## config.mk

```make
export PLATFORM = sky130hd
export DESIGN_NAME = mma_mac
export DESIGN_NICKNAME = d
export VERILOG_FILES = /design/src/rtl/core/mma_pkg.sv /design/src/rtl/core/mma_mac.sv
export SDC_FILE = /design/constraint.sdc
export NUM_CORES = 2
export LEC_CHECK = 0
export ABC_AREA = 1
export BUFFER_PORTS_ARGS = -buffer_cell sky130_fd_sc_hd__buf_2
export CORE_MARGIN = 5
export CORE_UTILIZATION = 45
export DETAILED_ROUTE_END_ITERATION = 16
export GPL_TIMING_DRIVEN = 0
export PLACE_DENSITY = 0.68
export SLEW_MARGIN = 20
export SYNTH_ARGS = -nofsm -noshare
export SYNTH_HDL_FRONTEND = slang
export SYNTH_SLANG_ARGS = --single-unit
```

## constraint.sdc

```tcl
create_clock -name clock -period 24.5 [get_ports clock]
set_clock_uncertainty 0.1 [all_clocks]
set_input_delay 3.675 -clock clock [delete_from_list [all_inputs] [get_ports clock]]
set_output_delay 3.675 -clock clock [all_outputs]
set_load 0.01 [all_outputs]
```

## src/rtl/core/mma_pkg.sv

```systemverilog
// ---------------------------------------------------------------------------
// mma_pkg: shared types and constants of the matrix multiply-accumulate core
// Function codes, register indexes, fixed field widths and the control
// bundle passed from the sequencer to the datapath.
// ---------------------------------------------------------------------------
package mma_pkg;

   // Fixed field widths
   localparam int FUNC_W = 2;
   localparam int IDX_W  = 6;
   localparam int ELEM_W = 32;
   localparam int ACC_W  = 64;
   localparam int CFG_W  = 7;
   localparam int REG_W  = 2;

   // Function codes of an input item
   typedef enum logic [FUNC_W-1:0] {
      FUNC_LOAD_A  = 2'd0,
      FUNC_LOAD_B  = 2'd1,
      FUNC_LOAD_C  = 2'd2,
      FUNC_COMPUTE = 2'd3
   } func_type;

   // Configuration register indexes
   localparam logic [REG_W-1:0] REG_ROWS  = 2'd0;
   localparam logic [REG_W-1:0] REG_INNER = 2'd1;
   localparam logic [REG_W-1:0] REG_COLS  = 2'd2;

   localparam logic [CFG_W-1:0] CFG_RESET = 7'd64;

   // Sequencer to datapath control bundle
   typedef struct packed {
      logic             idle;      // waiting for an item
      logic             acc_load;  // load accumulator from C read data
      logic             rd_issue;  // issue one A/B read pair at k
      logic [CFG_W-1:0] k;         // inner index of the read pair
      logic             finish;    // deliver the result when output is free
      logic             in_range;  // compute position lies inside the sizes
      logic [IDX_W-1:0] row;       // held row of the compute item
      logic [IDX_W-1:0] col;       // held column of the compute item
   } seq_ctrl_type;

endpackage

```

## src/rtl/core/mma_mac.sv

```systemverilog
// ---------------------------------------------------------------------------
// mma_mac: shared multiply-accumulate unit
// Registers one signed 32x32 product per cycle and adds it into a Q32.32
// accumulator that clamps to the signed 64-bit range with a sticky flag.
// ---------------------------------------------------------------------------
module mma_mac
   import mma_pkg::*;
(
   input  logic                     clock,
   input  logic                     reset,
   input  logic                     acc_load,
   input  logic signed [ACC_W-1:0]  acc_init,
   input  logic                     in_valid,
   input  logic signed [ELEM_W-1:0] a_val,
   input  logic signed [ELEM_W-1:0] b_val,
   output logic                     busy,
   output logic signed [ACC_W-1:0]  acc,
   output logic                     sat
);

   logic signed [ACC_W-1:0] prod_in;
   logic signed [ACC_W-1:0] prod_ff;
   logic                    prod_vld_ff;
   logic signed [ACC_W-1:0] acc_ff;
   logic signed [ACC_W-1:0] acc_in;
   logic                    sat_ff;
   logic                    sat_in;
   logic [ACC_W:0]          sum;
   logic                    ovf;

   // Product of two Q16.16 values is exact Q32.32
   assign prod_in = a_val * b_val;

   always_ff @(posedge clock) begin
      if (reset) begin
         prod_vld_ff <= 1'b0;
      end else begin
         prod_vld_ff <= in_valid;
      end
   end

   always_ff @(posedge clock) begin
      prod_ff <= prod_in;
   end

   // Saturating add: clamp toward the sign of the true sum
   assign sum = {acc_ff[ACC_W-1], acc_ff} + {prod_ff[ACC_W-1], prod_ff};
   assign ovf = sum[ACC_W] ^ sum[ACC_W-1];

   always_comb begin
      acc_in = acc_ff;
      sat_in = sat_ff;
      if (acc_load) begin
         acc_in = acc_init;
         sat_in = 1'b0;
      end else if (prod_vld_ff) begin
         if (ovf) begin
            acc_in = sum[ACC_W] ? {1'b1, {(ACC_W-1){1'b0}}} : {1'b0, {(ACC_W-1){1'b1}}};
            sat_in = 1'b1;
         end else begin
            acc_in = sum[ACC_W-1:0];
         end
      end
   end

   always_ff @(posedge clock) begin
      acc_ff <= acc_in;
      sat_ff <= sat_in;
   end

   assign busy = prod_vld_ff;
   assign acc  = acc_ff;
   assign sat  = sat_ff;

endmodule

```

Yosys cells after proc, flatten, opt, wreduce, memory -nomap -nowiden
Index checks and enable logic that the tools add are counted.
W data, S select, Z words.
{"block": "word_totals", "reg_bits": 130, "input_bits": 132, "elab_cells": 13}
{"block": "classes", "addsub": 1, "multipliers": 1, "n_mux": 4, "n_bitwise": 1, "n_reduce_logical": 2}
{"operator": "$mux W64", "count": 4}
{"operator": "$add A64 B64 Y65", "count": 1}
{"operator": "$mul A32 B32 Y64", "count": 1}
{"operator": "$reduce_and A2 Y1", "count": 1}
{"operator": "$reduce_bool A2 Y1", "count": 1}
{"operator": "$xor A1 B1 Y1", "count": 1}

Logic depth before layout (Yosys ltp)
{"block": "logic_depth", "depth_word": 5, "depth_mapped": 33}

Worst setup path after synthesis
OpenSTA, ideal clock, no wires.
{"block": "synth_timing", "path_type": "in2reg", "startpoint": "input a_val[31]", "endpoint": "register prod_ff[60]", "setup_ns": 0.127, "arrival_time_ns": 10.336, "required_time_ns": 24.273, "setup_slack_ns": 13.938, "cell_stages": 27, "path_cell_list": "clkbuf_1 nand2_1 inv_1 fa_1 inv_1 fa_1 inv_1 fa_1 fa_1 inv_1 fa_1 inv_1 fa_1 inv_1 fa_1 inv_1 fa_1 ha_1 a21oi_1 inv_1 a31oi_1 o21ai_0 nand2_1 o211ai_1 nor2_1 o21ai_0 xor2_1"}
{"block": "synth_via", "elab_chain_cells": 1}
{"element": "start: declaration", "line": "mma_mac.sv:14", "rtl": "input logic signed [ELEM_W-1:0] a_val,"}
{"element": "$mul A32 B32 Y64", "line": "mma_mac.sv:32", "rtl": "assign prod_in = a_val * b_val;"}
{"element": "net prod_in[60]", "line": "mma_mac.sv:21", "rtl": "logic signed [ACC_W-1:0] prod_in;"}
{"element": "end signal: assignment", "line": "mma_mac.sv:43", "rtl": "prod_ff <= prod_in;"}
{"element": "end: declaration", "line": "mma_mac.sv:22", "rtl": "logic signed [ACC_W-1:0] prod_ff;"}
The timed path passes the listed nets, and every way through them passes these cells.
A chain may end at the register's enable or synchronous reset.

Final worst setup path
{"block": "layout_timing", "startpoint": "input a_val[31]", "endpoint": "register prod_ff[62]"}
Same word-level chain as after synthesis.

==> qor.csv <==
metric,value,unit
outcome,finished clean,
Syn Inst Count,5959,
"leading cell types in the layout, fill and taps excluded","inv_1 (1742), nand2_1 (1524), fa_1 (1082), nor2_1 (313), ha_1 (248)",
die area,111000,um^2
Overflow after GRT,0,
fraction of registers with async set/reset,0,%
worst min-delay path class,reg -> reg,
worst hold start,sat$_SDFFE_PP0P_,
post-CTS setup buffers,0,
Synth Cell Area,46900,um^2
Fin. Hold Viols,0,
startpoint class of the critical path,input pin,
register area share after synthesis,6.92,%
hold path cells,2,
final non-filler cell total,7577,
share of cells above drive strength 1,6.00,%
Ys Warns,0,
utilization after layout,48.5,%
top cell type's share of synthesized area,46.2,%
worst reg2reg endpoint,acc[8]$_DFFE_PP_,
Slew Limit Headroom,11.8,%
Iter 0 DRT Violations,3910,
Placed Cells,7536,
DRT antenna net count,0,
clock period minus worst slack,12140,ps
Final Setup Violations,0,
dpl ws,12000,ps
# IOs,198,
CTS Hold Buffers Added,0,
arrival time worst endpoint,12360,ps
FF-to-FF Start,acc[46]$_DFFE_PP_,
Synth area leader,fa_1,
clock sinks,130,
number of synthesized flops with an enable pin,64,
TritonCTS clock tree,yes,
Clock Latency Late Sink,450,ps
Final GP Congestion,1.06,
total CTS buffers,17,
slack of the critical path,12360,ps
DRC errors left,0,
syn_area_per_cell,7.87,um^2
clock transition at the registers of the reported paths,70,ps
depth of the worst register-to-register path,14,
Setup crit end kind,flop,
Rows,118,
htree depth,4,
most frequently used flop master after synthesis,dfxtp_1,
max_cap viols,0,
RSZ-0062 raised after global routing,false,
Setup TNS Final,0,ps
Clock Path Buffers,2,
IO buf count,196,
Synth area leaders,"fa_1 (46%), inv_1 (14%), nand2_1 (12%), ha_1 (6.6%), edfxtp_1 (4.1%)",
"FF+latch count, synth",130,
reg2reg setup slack,21020,ps
Post-DP HPWL,155000,um
"Distinct cells, synth",46,
WHS Endpoint,sat$_SDFFE_PP0P_,
number of gates resized after cts,0,
vias in the first global route,42000,
highest clock rate,82.4,MHz
antenna violations before repair,4,
Via density,5.28,
Vias,40000,
Mapped Nets,7422,
initial core utilization,45.3,%
number of iterations in the first detailed-routing pass,9,
maximum fanout along the worst path,10,
Slew @ Worst Pin,1320,ps
Synth-to-Final Area Change,7.14,%
Crit Path Category,in -> reg,
"commonest non-fill, non-tap cell in the layout",inv_1,
GR Util All Layers,33.1,%
nets@finish,7638,
wire per inst,24.2,um
total core area,103000,um^2
Routed WL,183000,um
"Slew Viols, Final",0,
die width,333,um
root buffer cell,clkbuf_16,
CP Data Required Time,24720,ps
chip height,333,um
first-pass GRT wire length,271000,um
Final Cycle Share,49.5,%
largest net degree at the start of global routing,53,
[worst max-delay path: stages]
cell and delay [ps]:
buf_2 120, clkbuf_1 760, nand2_1 370, inv_1 170
fa_1 510, inv_1 190, fa_1 430, inv_1 240
fa_1 500, fa_1 920, inv_1 440, fa_1 600
inv_1 60, fa_1 530, inv_1 50, fa_1 490
inv_1 60, fa_1 460, ha_1 380, a21oi_1 280
o21ai_0 250, a211oi_1 390, nand4_1 230, xor2_1 210
[sequential cells by signal, summed over array words and instances, names as in the netlist]
register,cells
acc,64
prod_ff,64
busy,1
sat,1
[cell usage after synthesis, drive strengths merged (22+ instances only)]
cell type,count
a21o,22
a21oi,215
a31oi,22
clkbuf,200
dfxtp,66
edfxtp,64
fa,1083
ha,248
inv,1751
nand2,1541
nand3,92
nor2,320
o21ai,84
o21bai,28
xnor2,28
xor2,85
[cells by family after synthesis]
kind of cell / after synthesis / synth area share (%)
xor gates and xnor gates: 113 / 2.11
DFF: 130 / 6.92
adders and majority gates: 1331 / 52.9
and+or+nand+nor: 2030 / 17.1
AOI/OAI and AO/OA: 390 / 5.10
buffers and inverters: 1965 / 15.9
[routing by layer]
metal  global-route usage [%]  part of all wire, %  vias to the layer above  routed length (um)
li1                         -                    -                    17400                   -
met1                     41.4                   37                    19700               68000
met2                     52.4                   44                     2389               80900
met3                     9.71                   12                      546               21900
met4                     17.0                  6.9                        2               12600
met5                        0                0.021                        -                  38
[area by class of cell]
cell class                      count  area [um^2]
Timing Repair Buffer              197         1010
Buffer                            214          891
Sequential cell                   130         3240
Clock inverter                     15          141
Fill cell                       10300        53300
Antenna cell                        9         22.5
Inverter                         1751         6580
Multi-Input combinational cell   3864        36200
Clock buffer                       17          425
Tap cell                         1380         1730
[through the flow]
stage | hold WS, ps | area, um^2
global route | 383 | 50200
CTS | 352 | 50200
detailed placement | 342 | 49600
global placement | 337 | 49600
floorplan | 374 | 46900
finish | 351 | 50200
[how the worst max path moves through the flow]
stage                     startpoint                   to  slack (ps)  cells after the start
final                      a_val[31]  prod_ff[62]$_DFF_P_       12360                     24
after global routing       a_val[31]  prod_ff[62]$_DFF_P_       12010                     28
after CTS                  a_val[31]  prod_ff[62]$_DFF_P_       12450                     24
after detailed placement   a_val[31]  prod_ff[62]$_DFF_P_       12000                     24
after global placement     a_val[31]  prod_ff[62]$_DFF_P_       12070                     24
after floorplan            a_val[31]  prod_ff[60]$_DFF_P_       13940                     27
Power is not shown: default switching activity piles up to over one toggle a cycle in this logic, so the estimate is an artifact.
