## config.mk

```make
export PLATFORM = sky130hd
export DESIGN_NAME = mma_ctrl
export DESIGN_NICKNAME = d
export VERILOG_FILES = /design/src/rtl/core/mma_pkg.sv /design/src/rtl/core/mma_ctrl.sv
export SDC_FILE = /design/constraint.sdc
export NUM_CORES = 1
export LEC_CHECK = 0
export BUFFER_PORTS_ARGS = -buffer_cell sky130_fd_sc_hd__buf_2
export CELL_PAD_IN_SITES_DETAIL_PLACEMENT = 0
export CELL_PAD_IN_SITES_GLOBAL_PLACEMENT = 1
export CORE_MARGIN = 2
export CORE_UTILIZATION = 35
export DETAILED_ROUTE_END_ITERATION = 8
export PLACE_DENSITY = 0.68
export REMOVE_ABC_BUFFERS = 1
export SLEW_MARGIN = 25
export SYNTH_ARGS = -nofsm -noshare
export SYNTH_HDL_FRONTEND = slang
export SYNTH_SLANG_ARGS = --single-unit
export TNS_END_PERCENT = 100
```

## constraint.sdc

```tcl
create_clock -name clock -period 4.4 [get_ports clock]
set_input_delay 0.44 -clock clock [delete_from_list [all_inputs] [get_ports clock]]
set_output_delay 0.44 -clock clock [all_outputs]
set_load 0.01 [all_outputs]
```

## src/rtl/core/mma_pkg.sv

```systemverilog
// ---------------------------------------------------------------------------
// mma_pkg: shared types and constants of the matrix multiply-accumulate core
// Function codes, register indexes, fixed field widths and the control
// bundle passed from the sequencer to the datapath.
// ---------------------------------------------------------------------------
package mma_pkg;

   // Fixed field widths
   localparam int FUNC_W = 2;
   localparam int IDX_W  = 6;
   localparam int ELEM_W = 32;
   localparam int ACC_W  = 64;
   localparam int CFG_W  = 7;
   localparam int REG_W  = 2;

   // Function codes of an input item
   typedef enum logic [FUNC_W-1:0] {
      FUNC_LOAD_A  = 2'd0,
      FUNC_LOAD_B  = 2'd1,
      FUNC_LOAD_C  = 2'd2,
      FUNC_COMPUTE = 2'd3
   } func_type;

   // Configuration register indexes
   localparam logic [REG_W-1:0] REG_ROWS  = 2'd0;
   localparam logic [REG_W-1:0] REG_INNER = 2'd1;
   localparam logic [REG_W-1:0] REG_COLS  = 2'd2;

   localparam logic [CFG_W-1:0] CFG_RESET = 7'd64;

   // Sequencer to datapath control bundle
   typedef struct packed {
      logic             idle;      // waiting for an item
      logic             acc_load;  // load accumulator from C read data
      logic             rd_issue;  // issue one A/B read pair at k
      logic [CFG_W-1:0] k;         // inner index of the read pair
      logic             finish;    // deliver the result when output is free
      logic             in_range;  // compute position lies inside the sizes
      logic [IDX_W-1:0] row;       // held row of the compute item
      logic [IDX_W-1:0] col;       // held column of the compute item
   } seq_ctrl_type;

endpackage

```

## src/rtl/core/mma_ctrl.sv

```systemverilog
// ---------------------------------------------------------------------------
// mma_ctrl: sequencer and size registers
// Holds the configured sizes, checks a compute position against them and
// steps the inner index through the shared multiply-accumulate unit.
// ---------------------------------------------------------------------------
module mma_ctrl
   import mma_pkg::*;
#(
   parameter int MAX_ROWS  = 64,
   parameter int MAX_INNER = 64,
   parameter int MAX_COLS  = 64
)
(
   input  logic              clock,
   input  logic              reset,
   input  logic              req_fire,
   input  logic [FUNC_W-1:0] req_func,
   input  logic [IDX_W-1:0]  req_row,
   input  logic [IDX_W-1:0]  req_col,
   input  logic              csr_fire,
   input  logic [REG_W-1:0]  csr_index,
   input  logic [CFG_W-1:0]  csr_wdata,
   input  logic              mac_busy,
   input  logic              rsp_free,
   output seq_ctrl_type      ctrl
);

   typedef enum logic [4:0] {
      ST_IDLE   = 5'b00001,
      ST_START  = 5'b00010,
      ST_RUN    = 5'b00100,
      ST_DRAIN  = 5'b01000,
      ST_FINISH = 5'b10000
   } state_type;

   state_type        state_ff, state_in;
   logic [CFG_W-1:0] rows_ff, inner_ff, cols_ff;
   logic [CFG_W-1:0] nr, ni, nc;
   logic [CFG_W-1:0] ni_ff, ni_in;
   logic [CFG_W-1:0] k_ff, k_in;
   logic             in_range_ff, in_range_in;
   logic [IDX_W-1:0] row_ff, row_in, col_ff, col_in;
   logic             pos_ok;

   // Register writes; indexes past the list are dropped
   always_ff @(posedge clock) begin
      if (reset) begin
         rows_ff  <= CFG_RESET;
         inner_ff <= CFG_RESET;
         cols_ff  <= CFG_RESET;
      end else if (csr_fire) begin
         case (csr_index)
            REG_ROWS:  rows_ff  <= csr_wdata;
            REG_INNER: inner_ff <= csr_wdata;
            REG_COLS:  cols_ff  <= csr_wdata;
            default:   ;
         endcase
      end
   end

   // Effective sizes: register clipped to the store size
   assign nr = (32'(rows_ff)  < MAX_ROWS)  ? rows_ff  : CFG_W'(MAX_ROWS);
   assign ni = (32'(inner_ff) < MAX_INNER) ? inner_ff : CFG_W'(MAX_INNER);
   assign nc = (32'(cols_ff)  < MAX_COLS)  ? cols_ff  : CFG_W'(MAX_COLS);

   assign pos_ok = ({1'b0, req_row} < nr) && ({1'b0, req_col} < nc);

   // Sequence one compute item
   always_comb begin
      state_in    = state_ff;
      ni_in       = ni_ff;
      k_in        = k_ff;
      in_range_in = in_range_ff;
      row_in      = row_ff;
      col_in      = col_ff;
      case (state_ff)
         ST_IDLE: begin
            if (req_fire && (req_func == FUNC_COMPUTE)) begin
               row_in      = req_row;
               col_in      = req_col;
               ni_in       = ni;
               k_in        = '0;
               in_range_in = pos_ok;
               state_in    = pos_ok ? ST_START : ST_FINISH;
            end
         end
         ST_START: begin
            state_in = (ni_ff != '0) ? ST_RUN : ST_DRAIN;
         end
         ST_RUN: begin
            k_in = k_ff + 1'b1;
            if (k_ff == ni_ff - 1'b1) begin
               state_in = ST_DRAIN;
            end
         end
         ST_DRAIN: begin
            if (!mac_busy) begin
               state_in = ST_FINISH;
            end
         end
         ST_FINISH: begin
            if (rsp_free) begin
               state_in = ST_IDLE;
            end
         end
         default: begin
            state_in = ST_IDLE;
         end
      endcase
   end

   always_ff @(posedge clock) begin
      if (reset) begin
         state_ff <= ST_IDLE;
      end else begin
         state_ff <= state_in;
      end
   end

   always_ff @(posedge clock) begin
      ni_ff       <= ni_in;
      k_ff        <= k_in;
      in_range_ff <= in_range_in;
      row_ff      <= row_in;
      col_ff      <= col_in;
   end

   assign ctrl.idle     = (state_ff == ST_IDLE);
   assign ctrl.acc_load = (state_ff == ST_START);
   assign ctrl.rd_issue = (state_ff == ST_RUN);
   assign ctrl.k        = k_ff;
   assign ctrl.finish   = (state_ff == ST_FINISH);
   assign ctrl.in_range = in_range_ff;
   assign ctrl.row      = row_ff;
   assign ctrl.col      = col_ff;

endmodule

```

; ---- After elaboration in Yosys (flattened, before gate mapping)
; Index checks and enable logic that the tools add are counted.
[word_totals]
reg_bits = 53
inputBits = 29
output_inout_bits = 24
word_cells = 51
[classes]
eq_ne = 13
n_reduce_logical = 11
addsub = 2
mux = 11
n_lt_le_gt_ge = 5
[op_table]
columns = operator, n
row1 = 5-bit two-way mux, 5
row2 = 5-bit case mux with 5 select lines, 1
row3 = "7-bit less-than comparator, second input constant", 3
row4 = 7-bit two-way mux, 3
row5 = 6-bit by 7-bit less-than comparator with 1-bit output, 2
row6 = 7-bit case mux with 2 select lines, 1
row7 = 2-bit AND reduction, 5
row8 = "7-bit by 1-bit adder with 7-bit output, second input constant", 1
row9 = 7-bit == test, 1
row10 = 7-bit nonzero test, 1
row11 = "7-bit by 1-bit subtractor with 7-bit output, second input constant", 1
row12 = "5-bit by 1-bit == test with 1-bit output, second input constant", 1
row13 = "5-bit by 2-bit == test with 1-bit output, second input constant", 1
row14 = "5-bit by 3-bit == test with 1-bit output, second input constant", 1
row15 = "5-bit by 4-bit == test with 1-bit output, second input constant", 1
row16 = "5-bit == test, second input constant", 1
row17 = "2-bit == test, second input constant", 2
row18 = 4-bit two-way mux, 1
row19 = "2-bit by 1-bit inequality test with 1-bit output, second input constant", 2
row20 = "2-bit inequality test, second input constant", 2
row21 = 4-bit AND reduction, 1
row22 = "2-bit by 1-bit == test with 1-bit output, second input constant", 1
row23 = 1-bit logical AND, 2
row24 = 2-bit logical NOT, 1
row25 = 2-bit nonzero test, 1

; ---- Logic depth before layout (Yosys ltp)
[logic_depth]
word_depth = 7
depth_mapped = 7
depth_no_buf = 7

; ---- Worst setup path before layout
; Ideal clock, no wire load.
[synth_timing]
path_type = reg2reg
start = register state_ff[2]
end = register k_ff[0] (enable)
arrival_time_ps = 2152
stages_incl_launch_ff = 6
slack_ps = 1923
t_required_ps = 4076
setup_ps = 324
path_cell_list = dfxtp_1 > buf_6 > or4b_4 > nor2_1 > and4_1 > or2_1
[synth_lines]
columns = element, line_no
row1 = start: declaration, mma_ctrl.sv:36  ; state_type state_ff, state_in;
row2 = start signal: assignment, mma_ctrl.sv:116  ; state_ff <= state_in;
row3 = end signal: assignment, mma_ctrl.sv:122  ; k_ff <= k_in;
row4 = end: declaration, mma_ctrl.sv:40  ; logic [CFG_W-1:0] k_ff, k_in;

; ---- Final worst setup path
[layout_timing]
start = register state_ff[1]
end = register k_ff[5] (enable)
[layout_via]
elab_chain_cells = 3
elab_cells_between_ends = 5
cone_classes = eq/ne: 3 / reduce/logical: 2
[layout_lines]
columns = element, line_no
row1 = 5-bit by 1-bit == test with 1-bit output or 5-bit by 3-bit == test with 1-bit output (tied branches), mma_ctrl.sv:76  ; case (state_ff)
row2 = 2-bit by 1-bit inequality test with 1-bit output (no source line) or 2-bit nonzero test (tied branches), -
row3 = 2-bit AND reduction (no source line) (*), -
; Mark *: on every way between the ends. The rest lies on a longest branch, timed or not.
; A chain may end at the register's enable or synchronous reset.

==> flow_summary_export.csv <==
group,metric,value,unit
outcome,outcome,"finished clean",
synth,post_synth_xor_area_fraction,5.11,%
synth,syn_avg_cell_area,11.1,sq um
global_routing,grt_antenna_before_repair,0,
route,met3_length,204,microns
layout,n_antenna_cell,0,
route,first_pass_iters,4,
timing,setup_ws_final,2.06,ns
synth,postSynthRegisterBits,53,
worst_setup_path,endpoint_kind,"flop",
placed_design,dp_hpwl,3880,microns
timing,finalSetupViolCount,0,
clock_network,postCtsHoldBufs,0,
synth,muxShareOfSynthArea,7.01,%
route,highest_layer,"met4",
floorplan,core_area,7180,sq um
clock_network,cts_htree_levels,2,
clock_network,clockRootBuffer,"sky130_fd_sc_hd__clkbuf_8",
layout,nNetsFinal,324,
timing,final.setup_skew,0.00546,ns
clock_network,post_cts_resized,0,
synth,synth_simple_gate_area_share,20.0,%
synth,postSynth.topFlopCell,"sky130_fd_sc_hd__edfxtp_1",
worst_setup_path,crit_required,4.39,ns
route,drt_first_iter_violations,45,
timing,final_max_slew_viol_count,0,
layout,count_of_fill_cells_added_during_filler_insertion,714,
layout,multi_input_logic_area,1170,sq um
placed_design,gp_congestion,0.812,
timing,fin_crit,2.34,ns
global_routing,grt_pass1_vias,1678,
floorplan,die_area,8040,sq um
route,drc_errors,0,
synth,synth-seq-area-share,51.8,%
clock_network,cts.sink_count,53,
layout,synth_to_final_area_change,17.7,%
timing,tightestPinTransition,0.500,ns
synth,netlist-cell-type-count,47,
timing,maxClockFrequency,428,MHz
pwr,cellLeakagePower,1.24,nW
route,wl_met2,2350,microns
synth,syn_area,2570,sq um
worst_setup_path,regToRegSetupSlack,2.06,ns
route,vias_per_cell,4.75,
timing,finalSetupTns,0,ns
clock_network,clockBufferDepth,2,
synth,syn_inst,232,
timing,timing.final.crit_share,53.1,%
route,route.detailed.wl_per_inst,12.9,microns
clock_network,cts_post_setup_buffers_inserted,0,
timing,fin_worst_hold_slack,0.330,ns
timing,setup_repair_after_global_routing_missed_its_margin,"no",
clock_network,clk-insertion-delay-late,0.30,ns
clock_network,tritoncts,"built",
floorplan,rows,31,
route,wl_met1,2320,microns
global_routing,grt_pass1_wl,7860,microns
global_routing,grt_max_degree,26,
floorplan,floorplan.die.height,89.7,microns
floorplan,io-pin-count,53,
worst_setup_path,worstSetupPathType,"flop to flop",
clock_network,cts.reportedPaths.clkPinSlew,0.09,ns
route,drt_wl_total,4940,microns
worst_setup_path,cp_data_arrival_time,2.32,ns
worst_hold_path,min_path_type,"input pin to flop",
global_routing,globalRouteOverflowTotal,0,
route,final_antenna_net_count,0,
timing,hold_viol,0,
pwr,pwr_density,389,nW/um^2
placed_design,pre_cts_slack,2.08,ns
worst_setup_path,critPathLaunchType,"flop",
global_routing,grtUsageTotal,12.9,%
synth,synth_compound_gate_area_share,7.45,%
run,cap_violations,0,
synth,synth_top_family_by_area,"simple AND/OR/NAND/NOR gates",
synth,synth_fa_ha_area_share,5.84,%
worst_setup_path,timing.critical_path.fanout_max,11,
pwr,worst_ir_drop_vdd,0.152,mV
floorplan,initial_utilization,35.8,%
clock_network,cts-buffers-inserted,5,
route,num_vias,1818,
synth,yosys_warning_count,0,
layout,seq_area,1330,sq um
floorplan,fp.dieW,89.7,microns
timing,max-slew-margin-rel,66.7,%
placed_design,placement.io_buffers,52,
layout,layout-drive-gt1-share,22.2,%
synth,async_reset_ff_share,0,%
synth,synth_enable_flop_cells,27,
metrics by stage:
step	total power (W)	utilization, %	area, sq um	cells
after floorplan	0.000784	-	2520	222
after global placement	0.000869	40.7	2920	375
after detailed placement	0.000870	40.7	2920	375
after CTS	0.00119	42.2	3030	383
after global routing	0.00124	42.2	3030	383
final	0.00118	42.2	3030	383
state kept, by name (all words and copies together) (netlist names):
| register | flops |
|---|---|
| state_ff | 5 |
| row_ff | 6 |
| rows_ff | 7 |
| in_range_ff | 1 |
| ni_ff | 7 |
| k_ff | 7 |
| cols_ff | 7 |
| inner_ff | 7 |
| col_ff | 6 |
where the power goes:
group	internal, W	switching [W]
logic	0.000125	0.000126
registers	0.000564	0.0000444
clock network	0.000168	0.000149
total	0.000856	0.000320
critical path: stages, from the launching register on:
cell and delay [ns]:
sky130_fd_sc_hd__dfxtp_1 0.38, sky130_fd_sc_hd__or4b_4 0.57, sky130_fd_sc_hd__nor2_1 0.18, sky130_fd_sc_hd__and4_1 0.55, sky130_fd_sc_hd__or2_1 0.34
cell type report:
class                      count  share of cell area, %
multi-input combinational    163                   38.5
timing repair buffer          54                   9.10
clock inverter                 2                   1.12
tap                           99                   4.09
inverter                       6                  0.744
sequential                    53                   44.0
clock buffer                   6                   2.40
cell usage in the layout, fill, tap and decap left out, types with 3 or more instances in the layout:
master	count
sky130_fd_sc_hd__a211o_1	3
sky130_fd_sc_hd__a21o_1	4
sky130_fd_sc_hd__a21oi_1	3
sky130_fd_sc_hd__buf_2	52
sky130_fd_sc_hd__clkbuf_8	5
sky130_fd_sc_hd__dfxtp_1	26
sky130_fd_sc_hd__edfxtp_1	27
sky130_fd_sc_hd__ha_1	12
sky130_fd_sc_hd__inv_1	6
sky130_fd_sc_hd__mux2i_1	18
sky130_fd_sc_hd__nand2_1	3
sky130_fd_sc_hd__nand2b_1	16
sky130_fd_sc_hd__nand3_1	3
sky130_fd_sc_hd__nand3b_1	4
sky130_fd_sc_hd__nor2_1	37
sky130_fd_sc_hd__nor2b_1	8
sky130_fd_sc_hd__nor3_1	5
sky130_fd_sc_hd__xnor2_1	12
sky130_fd_sc_hd__xor2_1	3
per-layer routing:
metal | global-route usage (%) | vias up
met1 | 16.4 | 845
met4 | 4.48 | 0
met5 | 0 | -
li1 | - | 931
met2 | 21.9 | 36
met3 | 2.38 | 6
synth_stat cells (3+ instances only):
cell                       number  share of area, %
sky130_fd_sc_hd__a211o_1        3               1.0
sky130_fd_sc_hd__inv_1          6              0.88
sky130_fd_sc_hd__xnor2_1       12               4.1
sky130_fd_sc_hd__dfxtp_1       26                20
sky130_fd_sc_hd__nand3b_1       4               1.2
sky130_fd_sc_hd__nor3_1         5              0.97
sky130_fd_sc_hd__ha_1          12               5.8
sky130_fd_sc_hd__nor2_1        37               5.4
sky130_fd_sc_hd__xor2_1         3               1.0
sky130_fd_sc_hd__nand2b_1      16               3.9
sky130_fd_sc_hd__a21oi_1        3              0.58
sky130_fd_sc_hd__nand2_1        3              0.44
sky130_fd_sc_hd__edfxtp_1      27                32
sky130_fd_sc_hd__nor2b_1        8               1.9
sky130_fd_sc_hd__a21o_1         4               1.2
sky130_fd_sc_hd__nand3_1        3              0.58
sky130_fd_sc_hd__mux2i_1       18               7.0
sky130_fd_sc_hd__clkbuf_1       6              0.88
logic make-up (layout without fill, tap and decap cells):
| family | after synthesis | count (layout) |
|---|---|---|
| AOI/OAI and AO/OA | 25 | 25 |
| buffers and inverters | 16 | 68 |
| and+or+nand+nor | 93 | 93 |
| DFF | 53 | 53 |
| muxes | 18 | 18 |
| adders and majority gates | 12 | 12 |
| xor gates and xnor gates | 15 | 15 |
final timing paths:
kind | from | end | cells after the start
setup / recovery | state_ff[1] | k_ff[5] | 4
hold reg to reg | inner_ff[0] | inner_ff[0] | 2
hold / removal | req_col[0] | col_ff[0] | 1
setup reg to reg | state_ff[1] | k_ff[5] | 4
Note: power is estimated with default switching activity, not from simulation.
